$ cat src/sv/gbt_pkg.sv
// shared types and codes for the graph traversal block
package gbt_pkg;

  localparam logic [1:0] KIND_ADD = 2'd0;
  localparam logic [1:0] KIND_BFS = 2'd1;
  localparam logic [1:0] KIND_DFS = 2'd2;

  localparam logic [1:0] RES_STORED  = 2'd0;
  localparam logic [1:0] RES_DROPPED = 2'd1;
  localparam logic [1:0] RES_VISIT   = 2'd2;
  localparam logic [1:0] RES_EMPTY   = 2'd3;

  typedef enum logic [4:0] {
    OP_IDLE,
    OP_LOAD,
    OP_ADD_RA,
    OP_ADD_WA,
    OP_ADD_WB,
    OP_ADD_LINK,
    OP_FIN_STORED,
    OP_FIN_DROP,
    OP_FIN_RUN,
    OP_RUN_INIT,
    OP_SCAN_NEXT,
    OP_START,
    OP_B_POP,
    OP_B_HEAD,
    OP_B_LIST,
    OP_B_ENT,
    OP_D_PUSH,
    OP_D_RD,
    OP_D_POP,
    OP_D_ENTRD,
    OP_D_ENT
  } gbt_op_t;

  typedef struct packed {
    logic [1:0] kind;
    logic       drop;
    logic       scan_done;
    logic       scan_hit;
    logic       q_empty;
    logic       list_end;
    logic       tgt_visited;
    logic       stack_empty;
    logic       top_done;
    logic       out_free;
  } gbt_status_t;

endpackage

$ cat src/sv/gbt_ctrl.sv
// controller state machine sequencing edge loads and traversals
module gbt_ctrl import gbt_pkg::*; (
  input  logic        clk,
  input  logic        rst,
  input  logic        cmd_valid,
  output logic        cmd_ready,
  input  gbt_status_t st,
  output gbt_op_t     op
);

  typedef enum logic [4:0] {
    S_IDLE, S_DECODE, S_ADD_A, S_ADD_B, S_ADD_C, S_ADD_D,
    S_FIN_STORED, S_FIN_DROP, S_FIN_RUN, S_SCAN,
    S_B_POP, S_B_HEAD, S_B_LIST, S_B_ENT,
    S_D_PUSH, S_D_TOP, S_D_CHK, S_D_ENT
  } state_t;

  state_t state, state_next;

  always_ff @(posedge clk) begin
    if (rst) begin
      state <= S_IDLE;
    end else begin
      state <= state_next;
    end
  end

  always_comb begin
    state_next = state;
    op = OP_IDLE;
    cmd_ready = 1'b0;
    case (state)
      S_IDLE: begin
        cmd_ready = 1'b1;
        if (cmd_valid) begin
          op = OP_LOAD;
          state_next = S_DECODE;
        end
      end
      S_DECODE: begin
        if (st.kind == KIND_ADD) begin
          state_next = st.drop ? S_FIN_DROP : S_ADD_A;
        end else if (st.kind == KIND_BFS || st.kind == KIND_DFS) begin
          op = OP_RUN_INIT;
          state_next = S_SCAN;
        end else begin
          state_next = S_IDLE;
        end
      end
      S_ADD_A: begin
        op = OP_ADD_RA;
        state_next = S_ADD_B;
      end
      S_ADD_B: begin
        op = OP_ADD_WA;
        state_next = S_ADD_C;
      end
      S_ADD_C: begin
        op = OP_ADD_WB;
        state_next = S_ADD_D;
      end
      S_ADD_D: begin
        op = OP_ADD_LINK;
        state_next = S_FIN_STORED;
      end
      S_FIN_STORED: begin
        if (st.out_free) begin
          op = OP_FIN_STORED;
          state_next = S_IDLE;
        end
      end
      S_FIN_DROP: begin
        if (st.out_free) begin
          op = OP_FIN_DROP;
          state_next = S_IDLE;
        end
      end
      S_FIN_RUN: begin
        if (st.out_free) begin
          op = OP_FIN_RUN;
          state_next = S_IDLE;
        end
      end
      S_SCAN: begin
        if (st.scan_done) begin
          state_next = S_FIN_RUN;
        end else if (st.scan_hit) begin
          if (st.out_free) begin
            op = OP_START;
            state_next = (st.kind == KIND_DFS) ? S_D_PUSH : S_B_POP;
          end
        end else begin
          op = OP_SCAN_NEXT;
        end
      end
      S_B_POP: begin
        if (st.q_empty) begin
          state_next = S_SCAN;
        end else begin
          op = OP_B_POP;
          state_next = S_B_HEAD;
        end
      end
      S_B_HEAD: begin
        op = OP_B_HEAD;
        state_next = S_B_LIST;
      end
      S_B_LIST: begin
        op = OP_B_LIST;
        state_next = S_B_ENT;
      end
      S_B_ENT: begin
        if (st.out_free) begin
          op = OP_B_ENT;
          state_next = st.list_end ? S_B_POP : S_B_ENT;
        end
      end
      S_D_PUSH: begin
        op = OP_D_PUSH;
        state_next = S_D_TOP;
      end
      S_D_TOP: begin
        if (st.stack_empty) begin
          state_next = S_SCAN;
        end else begin
          op = OP_D_RD;
          state_next = S_D_CHK;
        end
      end
      S_D_CHK: begin
        if (st.top_done) begin
          op = OP_D_POP;
          state_next = S_D_TOP;
        end else begin
          op = OP_D_ENTRD;
          state_next = S_D_ENT;
        end
      end
      S_D_ENT: begin
        if (st.out_free) begin
          op = OP_D_ENT;
          state_next = st.tgt_visited ? S_D_TOP : S_D_PUSH;
        end
      end
      default: begin
        state_next = S_IDLE;
      end
    endcase
  end

endmodule

$ cat config.mk
export PLATFORM = sky130hd
export DESIGN_NAME = gbt_ctrl
export DESIGN_NICKNAME = d
export VERILOG_FILES = /design/src/sv/gbt_pkg.sv /design/src/sv/gbt_ctrl.sv
export SDC_FILE = /design/constraint.sdc
export NUM_CORES = 1
export LEC_CHECK = 0
export ABC_AREA = 0
export BUFFER_PORTS_ARGS = -buffer_cell sky130_fd_sc_hd__buf_4
export CAP_MARGIN = 20
export CORE_MARGIN = 10
export CORE_UTILIZATION = 35
export CTS_BUF_LIST = sky130_fd_sc_hd__clkbuf_8
export CTS_CLUSTER_SIZE = 28
export DETAILED_ROUTE_END_ITERATION = 10
export PLACE_DENSITY = 0.62
export SETUP_SLACK_MARGIN = 0.02
export SLEW_MARGIN = 20
export SYNTH_ARGS = -nofsm -noshare
export SYNTH_HDL_FRONTEND = slang
export SYNTH_SLANG_ARGS = --single-unit
$ cat constraint.sdc
create_clock -name clk -period 1.9 [get_ports clk]
set_input_delay 0.38 -clock clk [delete_from_list [all_inputs] [get_ports clk]]
set_output_delay 0.38 -clock clk [all_outputs]
set_load 0.03 [all_outputs]
* Word level (Yosys, flattened, before mapping)
Cells that the tools add are included.
Word-level totals: output and inout port bits 6, logic and storage cells 63, flip-flop bits (word level) 5, input bits 14
Cells by class: eq/ne operators 25, reductions and logical operators 5, muxes and demuxes 32
Operators with widths (number):
- case mux 5 bit (18 select lines) | 1
- case mux 5 bit (16 select lines) | 1
- 2-to-1 mux 5 bit | 13
- == test 5 x 4 -> 1 bit (second input constant) | 8
- 2-to-1 mux 4 bit | 7
- == test 5 x 3 -> 1 bit (second input constant) | 4
- 2-to-1 mux 3 bit | 5
- == test 5 x 2 -> 1 bit (second input constant) | 2
- == test 5 bit (second input constant) | 2
- inequality test 2 bit (second input constant) | 3
- inequality test 3 bit (second input constant) | 2
- AND reduction 6 bit | 1
- == test 5 x 1 -> 1 bit (second input constant) | 1
- zero test 5 bit | 1
- 2-to-1 mux 1 bit | 4
- OR reduction 3 bit | 1
- == test 2 x 1 -> 1 bit (second input constant) | 1
- == test 2 bit (second input constant) | 1
- zero test 2 bit | 1
- 2-to-1 mux 2 bit | 1
- inequality test 2 x 1 -> 1 bit (second input constant) | 1
- logical OR 1 bit | 1

* Longest topological paths before layout
Gate-level depths: netlist of run 1.
depth in word-level cells 6, depth in mapped cells 7, depth with buffers taken out 6

* Least setup slack after synthesis of run 1
OpenSTA, ideal clock, no wires.
path kind reg-to-output, start point register state[1], end point output op[4], path slack -181 ps, arrival time 1701 ps, stages on the path, launching flop included 4, data required time 1520 ps, path buffers 1, path through dfxtp_1 > buf_6 > or4b_4 > o21ai_0
On the way: word-level cells in the longest chain between the ends 2, elaborated cells on any way between the ends 19, those cells by class eq/ne: 17; mux: 1; reduce/logical: 1
Ends and longest elaborated chain:
- start: declaration | RTL line gbt_ctrl.sv:18 | state_t state, state_next;
- start signal: assignment | RTL line gbt_ctrl.sv:24 | state <= state_next;
- == test 5 bit, or another cell as far along | RTL line gbt_ctrl.sv:32 | case (state)
- case mux 5 bit (18 select lines) (*) | RTL line gbt_ctrl.sv:32
- end: declaration | RTL line gbt_ctrl.sv:8 | output gbt_op_t op
Every way passes the cells marked *; elsewhere a longest branch is shown, timed or not.

* Worst setup path after layout of run 1
start point register state[2], end point output op[0]
Same word-level chain as after synthesis.

==> results of run 1 <==
## critical path, delay by kind of cell (launching register included)
family          cells  cell delay [ns]
simple gates        2             0.89
flops               1             0.32
buf+inv             1             0.19
compound gates      1             0.11
## layer usage
layer  part of all wire, %  wire (um)  vias to the layer above  GRT usage, %
met5                     0          0                        -             0
met4                   1.7         61                        0         3.226
met3                   9.4        335                        8         3.487
met2                    48       1720                       72         22.26
met1                    40       1440                      548         16.95
li1                      -          -                      572             -
## power by group through the flow
stage	combinational, uW	clock, uW	sequential (uW)
5_1_grt	1290	215	172
3_5_place_dp	983	0	160
2_1_floorplan	619	0	153
4_1_cts	1080	205	166
6_report	1210	200	171
3_3_place_gp	979	0	161
## cells by family (layout without fill, tap and decap cells)
| logic type | after synthesis | in the layout | share of synthesized area (%) |
|---|---|---|---|
| AND/OR/NAND/NOR | 60 | 60 | 39.61 |
| adder cells (fa/ha/maj) | 2 | 2 | 2.789 |
| flip-flops | 5 | 5 | 11.16 |
| buffers and inverters | 15 | 55 | 9.066 |
| AO/OA/AOI/OAI | 48 | 48 | 36.40 |
| XOR/XNOR | 1 | 1 | 0.9765 |
## final timing paths
check | slack, ns | from | cells past startpoint | endpoint
hold / removal | 0.37 | rst | 2 | state[4]
setup reg to reg | 0.02 | state[2] | 6 | state[1]
hold reg to reg | 0.65 | state[1] | 3 | state[4]
setup / recovery | -0.22 | state[2] | 4 | op[0]
## final cells by class
class                           count  share of cell area [%]
Multi-Input combinational cell    111                   56.24
Timing Repair Buffer               46                   29.32
Sequential cell                     5                   7.265
Clock buffer                        3                   2.821
Tap cell                           30                   2.564
Inverter                            5                   1.453
Clock inverter                      1                  0.3419
## synth_stat cells, types with 2 or more instances
| cell type | instances | share of area, % |
|---|---|---|
| a21oi_1 | 12 | 6.7 |
| nand2_1 | 12 | 5.0 |
| nor2b_1 | 9 | 6.3 |
| o21ai_0 | 9 | 5.0 |
| nor2_1 | 8 | 3.3 |
| nor3_1 | 7 | 3.9 |
| buf_2 | 5 | 2.8 |
| dfxtp_1 | 5 | 11 |
| inv_1 | 5 | 2.1 |
| nand2b_1 | 5 | 3.5 |
| nand3b_1 | 4 | 3.3 |
| o211ai_1 | 3 | 2.5 |
| a21o_1 | 2 | 1.7 |
| a31oi_1 | 2 | 1.4 |
| buf_6 | 2 | 2.5 |
| clkbuf_1 | 2 | 0.84 |
| ha_1 | 2 | 2.8 |
| nand3_1 | 2 | 1.1 |
| o21a_1 | 2 | 1.7 |
| or3_4 | 2 | 2.5 |
## per-stage QoR
step                      hold WS (ns)  utilization (%)  worst slack, ns
after floorplan                 0.4424                -          -0.1135
after global placement          0.5832            49.03          0.05346
after detailed placement        0.5844            49.03       0.00004385
after CTS                       0.3489            54.33          -0.2387
after global routing            0.3597            59.63          -0.2945
final                           0.3654            59.63          -0.2179
## repair_timing
item,CTS,global route
gates cloned,1,0
setup endpoints to repair,6,10
pin swaps,2,8
resized for setup,9,28
buffers inserted,3,3
==> results.sh, run 1 <==
export IMPL_vias=1200
export IMPL_dr_first_iter_drc_count=109
export IMPL_syn_area_per_cell_um2=6.848
export IMPL_grt_pass1_vias=1146
export IMPL_stdcell_area_um2=1464
export IMPL_worst_slack_ns=-0.2179
export IMPL_skew_ns=0.002751
export IMPL_final_common_cell="buf_4"
export IMPL_syn_nets=147
export IMPL_netlist_instances=131
export IMPL_die_width_um=70.63
export IMPL_p_leak_uw=0.0005684
export IMPL_p_switching_uw=708.4
export IMPL_setup_worst_path_class="reg2out"
export IMPL_clock_latency_ns=0.23
export IMPL_die_h_um=70.63
export IMPL_htree_levels=1
export IMPL_detail_route_antenna_nets=0
export IMPL_hold_class="in2reg"
export IMPL_drive_above_1_share_pct=47.95
export IMPL_netlist_area_um2=897.1
export IMPL_pwr_share_seq_pct=10.8
export IMPL_required_ns=1.52
export IMPL_place_area_um2=1204
export IMPL_place_gp_congestion=0.9270
export IMPL_ys_seq_area_share_pct=11.16
export IMPL_drv_slew=0
export IMPL_finalHoldViolCount=0
export IMPL_coreArea_um2=2455
export IMPL_multiInputGateArea_um2=823.3
export IMPL_nets=188
export IMPL_finalPower_uw=1581
export IMPL_clk_path_buf_depth=2
export IMPL_avgViaCountPerCell=5.970
export IMPL_num_rows=18
export IMPL_start_kind="register"
export IMPL_grt_start_max_net_pins=23
export IMPL_synth_edff_count=0
export IMPL_relSlewSlack_pct=78.67
export IMPL_antenna_found_initial=0
export IMPL_cts_num_sinks=5
export IMPL_failed_checks="setup timing"
export IMPL_setup_viol=5
export IMPL_power_per_cell_area_nw_per_um2=1080
export IMPL_power_frac_comb_pct=76.5
export IMPL_fin_crit_ns=2.118
export IMPL_crit_arrival_ns=1.74
export IMPL_clock_fmax_mhz=472.2
export IMPL_async_reset_ff_share_pct=0
export IMPL_cts_tree="yes"
export IMPL_critPathCaptureType="primary output"
export IMPL_wl_per_cell_um=17.70
export IMPL_ir_drop_mv=0.9984
export IMPL_grt_use_total_pct=13.48
export IMPL_tns_ns=-0.7739
export IMPL_synthFlopType="dfxtp_1"
export IMPL_outcome="complete, but fails checks"
export IMPL_clk_root_buffer_cell="clkbuf_8"
export IMPL_io_pins=20
export IMPL_post_place_cells=191
export IMPL_reg_top3="state (5)"
export IMPL_die_area_um2=4988
export IMPL_layout_common_cells="34 x buf_4, 12 x nand2_1, 9 x a21oi_1, 9 x buf_6"
export IMPL_path_cells="or4b_4 > or3_4 > o211ai_1 > buf_4"
export IMPL_min_period_over_period_pct=111.5
export IMPL_drc_errors=0
export IMPL_cp_slowest_stage_delay_ns=0.54
export IMPL_start_util_pct=36.54
export IMPL_fin_cells=201
export IMPL_syn_to_final_growth_pct=63.18
export IMPL_ys_warn_count=0
export IMPL_nFillCells=211
export IMPL_largest_reg_flops=5
export IMPL_dpl_hpwl_um=2570
export IMPL_sw_frac_of_total_pct=44.81
export IMPL_antennaDiodeCount=0
export IMPL_p_clk_share_pct=12.7
export IMPL_routed_wl_um=3558
export IMPL_p_int_uw=872.7
export IMPL_io_buffers=19
export IMPL_tightest_slew_ns=0.3179
export IMPL_seq_area_um2=106.4
export IMPL_synth_cell_types=51
export IMPL_rsz0062_at_grt="yes"
export IMPL_postCtsHoldBufs=0
export IMPL_gr_total_overflow=0
export IMPL_worst_path_max_delay_cell="or4b_4"
export IMPL_clk_pin_slew_ns=0.04
export IMPL_cts_buffers=3
export IMPL_dr_pass1_iters=4
export IMPL_top_register="state"
export IMPL_cp_max_fo=2
export IMPL_yosys_register_bits=5
export IMPL_grt_pass1_wl_um=5595
export IMPL_drv_cap=0
Note: power is estimated with default switching activity, not from simulation.
==> run 2, diff against run 1 <==
--- a/config.mk
+++ b/config.mk
@@ -14,6 +14,7 @@
 export CTS_CLUSTER_SIZE = 28
 export DETAILED_ROUTE_END_ITERATION = 10
 export PLACE_DENSITY = 0.62
+export REMOVE_ABC_BUFFERS = 1
 export SETUP_SLACK_MARGIN = 0.02
 export SLEW_MARGIN = 20
 export SYNTH_ARGS = -nofsm -noshare
==> run 2 against run 1 <==
Against the previous run: the run still ends with setup timing left; clock-buffer cell count unchanged; sequential power increased by 7%; flip-flop and latch count unchanged; final cell count increased by 1.0%; sequential share of layout area increased by 0.76 points; global-route usage decreased by 0.70 points; register-to-register slack improved by 0.03 ns; clock skew decreased by 0.00057 ns; combinational power decreased by 9.9%; design area decreased by 5.2%.
==> results.sh, run 2 (synthesized netlist as in run 1, its figures left out) <==
export IMPL_layout_common_cells="42 x buf_4, 12 x nand2_1, 12 x a21oi_1"
export IMPL_reg_top3="state (5)"
export IMPL_io_buffers=19
export IMPL_hold_class="in2reg"
export IMPL_top_register="state"
export IMPL_min_period_over_period_pct=111.0
export IMPL_vias=1201
export IMPL_drive_above_1_share_pct=43.35
export IMPL_grt_pass1_wl_um=5437
export IMPL_relSlewSlack_pct=70.61
export IMPL_drv_cap=0
export IMPL_sw_frac_of_total_pct=45.28
export IMPL_gr_total_overflow=0
export IMPL_final_common_cell="buf_4"
export IMPL_grt_start_max_net_pins=20
export IMPL_multiInputGateArea_um2=779.5
export IMPL_largest_reg_flops=5
export IMPL_clk_path_buf_depth=2
export IMPL_grt_pass1_vias=1172
export IMPL_power_per_cell_area_nw_per_um2=1060
export IMPL_required_ns=1.52
export IMPL_die_area_um2=4988
export IMPL_antenna_found_initial=0
export IMPL_finalPower_uw=1471
export IMPL_setup_worst_path_class="reg2out"
export IMPL_drc_errors=0
export IMPL_rrSetupSlack_ns=0.05
export IMPL_finalHoldViolCount=0
export IMPL_htree_levels=1
export IMPL_outcome="complete, but fails checks"
export IMPL_clock_latency_ns=0.23
export IMPL_wl_per_cell_um=16.74
export IMPL_worst_slack_ns=-0.2099
export IMPL_clock_fmax_mhz=473.9
export IMPL_grt_use_total_pct=12.78
export IMPL_place_area_um2=1217
export IMPL_final_util_pct=56.52
export IMPL_avgViaCountPerCell=5.916
export IMPL_die_h_um=70.63
export IMPL_nets=190
export IMPL_cts_tree="yes"
export IMPL_crit_arrival_ns=1.73
export IMPL_num_rows=18
export IMPL_nFillCells=242
export IMPL_antennaDiodeCount=0
export IMPL_postCtsHoldBufs=0
export IMPL_p_switching_uw=665.9
export IMPL_drv_slew=0
export IMPL_setup_viol=6
export IMPL_critPathCaptureType="primary output"
export IMPL_coreArea_um2=2455
export IMPL_cts_num_sinks=5
export IMPL_failed_checks="setup timing"
export IMPL_rsz0062_at_grt="yes"
export IMPL_detail_route_antenna_nets=0
export IMPL_dr_first_iter_drc_count=77
export IMPL_p_clk_share_pct=13.3
export IMPL_dr_pass1_iters=4
export IMPL_ir_drop_mv=0.8471
export IMPL_skew_ns=0.002182
export IMPL_cts_buffers=3
export IMPL_pwr_share_seq_pct=12.4
export IMPL_clk_root_buffer_cell="clkbuf_8"
export IMPL_start_kind="register"
export IMPL_io_pins=20
export IMPL_fin_crit_ns=2.110
export IMPL_syn_to_final_growth_pct=54.67
export IMPL_power_frac_comb_pct=74.2
export IMPL_cp_max_fo=4
export IMPL_p_int_uw=804.6
export IMPL_clk_pin_slew_ns=0.04
export IMPL_start_util_pct=36.54
export IMPL_p_leak_uw=0.0005596
export IMPL_seq_area_um2=111.4
export IMPL_place_gp_congestion=0.9634
export IMPL_die_width_um=70.63
export IMPL_routed_wl_um=3399
export IMPL_dpl_hpwl_um=2609
export IMPL_stdcell_area_um2=1388
export IMPL_tightest_slew_ns=0.4347
[run 2: changes by cell type in the layout (fill, tap and decap cells not counted), sizes merged]
cell,delta
buf,+3
bufbuf,-1
clkinv,-1
inv,+1
[run 2: worst paths after layout]
| path | startpoint | to | cells past startpoint |
|---|---|---|---|
| worst max register to register | state[3] | state[1] | 6 |
| worst min register to register | state[2] | state[2] | 3 |
| worst min-delay path | rst | state[4] | 2 |
| worst max-delay path | state[1] | op[0] | 4 |
[run 2: area by class of cell]
type | instances | share of cell area (%)
tap | 30 | 2.705
inverter | 5 | 1.353
clock inverter | 1 | 0.2705
timing repair buffer | 48 | 28.49
clock buffer | 3 | 2.976
sequential | 5 | 8.025
multi-input combinational | 111 | 56.18
[run 2: stage by stage]
step | hold WS [ns] | setup WS [ns] | TNS (ns) | cells
after global routing | 0.3418 | -0.2653 | -1.161 | 203
after detailed placement | 0.5883 | -0.03253 | -0.04612 | 197
after global placement | 0.5818 | -0.01790 | -0.01790 | 197
after CTS | 0.3437 | -0.2150 | -0.6796 | 201
after floorplan | 0.4424 | -0.2645 | -0.6815 | 121
final | 0.3464 | -0.2099 | -0.8111 | 203
[run 2: power groups by stage]
stage	clock, uW	sequential [uW]	combinational, uW
2_1_floorplan	0	221	490
3_3_place_gp	0	166	974
3_5_place_dp	0	167	987
4_1_cts	200	168	1010
5_1_grt	212	185	1170
6_report	196	183	1090
[run 2: metal layers]
metal / track usage [%] / vias up / part of all wire [%]
met5: 0 / - / 0
met4: 5.161 / 0 / 3.1
met3: 2.929 / 12 / 5.0
met2: 20.86 / 53 / 48
met1: 15.72 / 564 / 44
li1: - / 572 / -
[run 2: timing repair]
action	in CTS	in global routing
setup buffers	0	2
setup endpoints to repair	7	10
gates resized for setup	12	17
pin swaps	2	5
[run 2: critical path: stages, from the launching register on]
cell and delay [ns]:
dfxtp_2 0.34, or4b_4 0.53, or3_4 0.35, o211ai_1 0.10, buf_4 0.19
==> run 3, diff against run 2 <==
--- a/config.mk
+++ b/config.mk
@@ -8,7 +8,7 @@
 export ABC_AREA = 0
 export BUFFER_PORTS_ARGS = -buffer_cell sky130_fd_sc_hd__buf_4
 export CAP_MARGIN = 20
-export CORE_MARGIN = 10
+export CORE_MARGIN = 8
 export CORE_UTILIZATION = 35
 export CTS_BUF_LIST = sky130_fd_sc_hd__clkbuf_8
 export CTS_CLUSTER_SIZE = 28
==> constraint.sdc (replaced) <==
create_clock -name clk -period 1.9 [get_ports clk]
set_input_delay 0.285 -clock clk [delete_from_list [all_inputs] [get_ports clk]]
set_output_delay 0.285 -clock clk [all_outputs]
set_load 0.03 [all_outputs]
==> run 3 against run 2 <==
Against the previous run: the run still ends with setup timing left; first-iteration DRC count is 7.8% lower; die area is 11% lower; non-clock buffer count is 2 lower; sequential power is 7% lower; utilization is 2.1 points lower; clock-buffer cell count stayed put; critical endpoint unchanged.
==> results.sh, run 3 (synthesized netlist as in run 1, its figures left out) <==
export IMPL_outcome="complete, but fails checks"
export IMPL_failed_checks="setup timing"
export IMPL_start_kind="register"
export IMPL_cts_tree="yes"
export IMPL_cts_buffers=3
export IMPL_whs_path_depth=2
export IMPL_rsz0062_at_grt="yes"
export IMPL_drv_cap=0
export IMPL_grt_pass1_wl_um=5092
export IMPL_dr_first_iter_drc_count=71
export IMPL_clk_path_buf_depth=2
export IMPL_syn_to_final_growth_pct=48.81
export IMPL_clock_fmax_mhz=493.4
export IMPL_avgViaCountPerCell=5.642
export IMPL_io_pins=20
export IMPL_die_width_um=66.63
export IMPL_clk_pin_slew_ns=0.04
export IMPL_largest_reg_flops=5
export IMPL_worst_slack_ns=-0.1269
export IMPL_drc_errors=0
export IMPL_ir_drop_mv=1.047
export IMPL_antenna_found_initial=0
export IMPL_reg_top3="state (5)"
export IMPL_io_buffers=19
export IMPL_gr_total_overflow=0
export IMPL_place_gp_congestion=0.9329
export IMPL_drive_above_1_share_pct=39.18
export IMPL_coreArea_um2=2455
export IMPL_p_leak_uw=0.0005412
export IMPL_finalPower_uw=1389
export IMPL_grt_use_total_pct=14.46
export IMPL_finalHoldViolCount=0
export IMPL_layout_common_cells="40 x buf_4, 12 x nand2_1, 11 x a21oi_1"
export IMPL_fin_crit_ns=2.027
export IMPL_final_util_pct=54.38
export IMPL_detail_route_antenna_nets=0
export IMPL_setup_worst_path_class="reg2out"
export IMPL_critPathCaptureType="primary output"
export IMPL_grt_start_max_net_pins=15
export IMPL_die_area_um2=4439
export IMPL_required_ns=1.62
export IMPL_cts_num_sinks=5
export IMPL_dp_slack_ns=0.09509
export IMPL_relSlewSlack_pct=76.90
export IMPL_die_h_um=66.63
export IMPL_dr_pass1_iters=4
export IMPL_power_per_cell_area_nw_per_um2=1041
export IMPL_fin_cells=201
export IMPL_drv_slew=0
export IMPL_postCtsHoldBufs=0
export IMPL_num_rows=18
export IMPL_clock_latency_ns=0.22
export IMPL_nets=188
export IMPL_vias=1134
export IMPL_crit_arrival_ns=1.74
export IMPL_top_register="state"
export IMPL_reg2reg_depth=7
export IMPL_htree_levels=1
export IMPL_skew_ns=0.0007359
export IMPL_nFillCells=266
export IMPL_hold_worst_slack_ns=0.2548
export IMPL_hold_class="in2reg"
export IMPL_dpl_hpwl_um=2480
export IMPL_grt_pass1_vias=1070
export IMPL_final_common_cell="buf_4"
export IMPL_wl_per_cell_um=15.47
export IMPL_antennaDiodeCount=0
export IMPL_min_period_over_period_pct=106.7
export IMPL_start_util_pct=36.54
export IMPL_post_place_cells=194
export IMPL_cp_max_fo=6
export IMPL_tightest_slew_ns=0.3417
export IMPL_clk_root_buffer_cell="clkbuf_8"
export IMPL_routed_wl_um=3109
export IMPL_setup_viol=4
-- run 3: report_power, final --
group	switching [uW]	internal (uW)	total, uW
Clock	58.8	139	198
Combinational	528	492	1020
Sequential	37.6	133	171
-- run 3: path summary, 6_finish.rpt --
path         slack, ns       end      from
max reg2reg       0.10  state[3]  state[2]
max              -0.13     op[0]  state[1]
min reg2reg       0.67  state[2]  state[2]
min               0.25  state[4]       rst
-- run 3: repair_timing --
item / CTS / global route
gates resized for setup: 7 / 13
buffers inserted: 1 / 2
pin swaps: 1 / 3
gates cloned: 0 / 0
endpoints found under the setup margin: 4 / 6
-- run 3: area by class of cell --
class	count	area [um^2]	area share (%)
well taps	30	37.54	2.812
clock buffers	3	41.29	3.093
inverters	5	18.77	1.406
flip-flops and latches	5	108.9	8.154
clock inverters	1	3.754	0.2812
multi-input cells	111	748.2	56.05
repair buffers	46	376.6	28.21
-- run 3: metal layers --
metal	share of wire (%)	GRT usage, %
met4	1.4	3.200
met2	48	24.13
met5	0	0
met3	6.0	3.020
met1	45	18.37
-- run 3: per-stage QoR --
stage,setup TNS [ns],cell area [um^2]
2_1_floorplan,-0.3015,834.6
3_3_place_gp,0,1207
3_5_place_dp,0,1207
4_1_cts,-0.2508,1277
5_1_grt,-0.5049,1335
6_report,-0.2756,1335
-- run 3: worst max-delay path, stage by stage, from the launching register on --
cell and delay [ns]:
dfxtp_2 0.34, or4b_4 0.54, or3_4 0.36, o211ai_1 0.10, buf_4 0.18
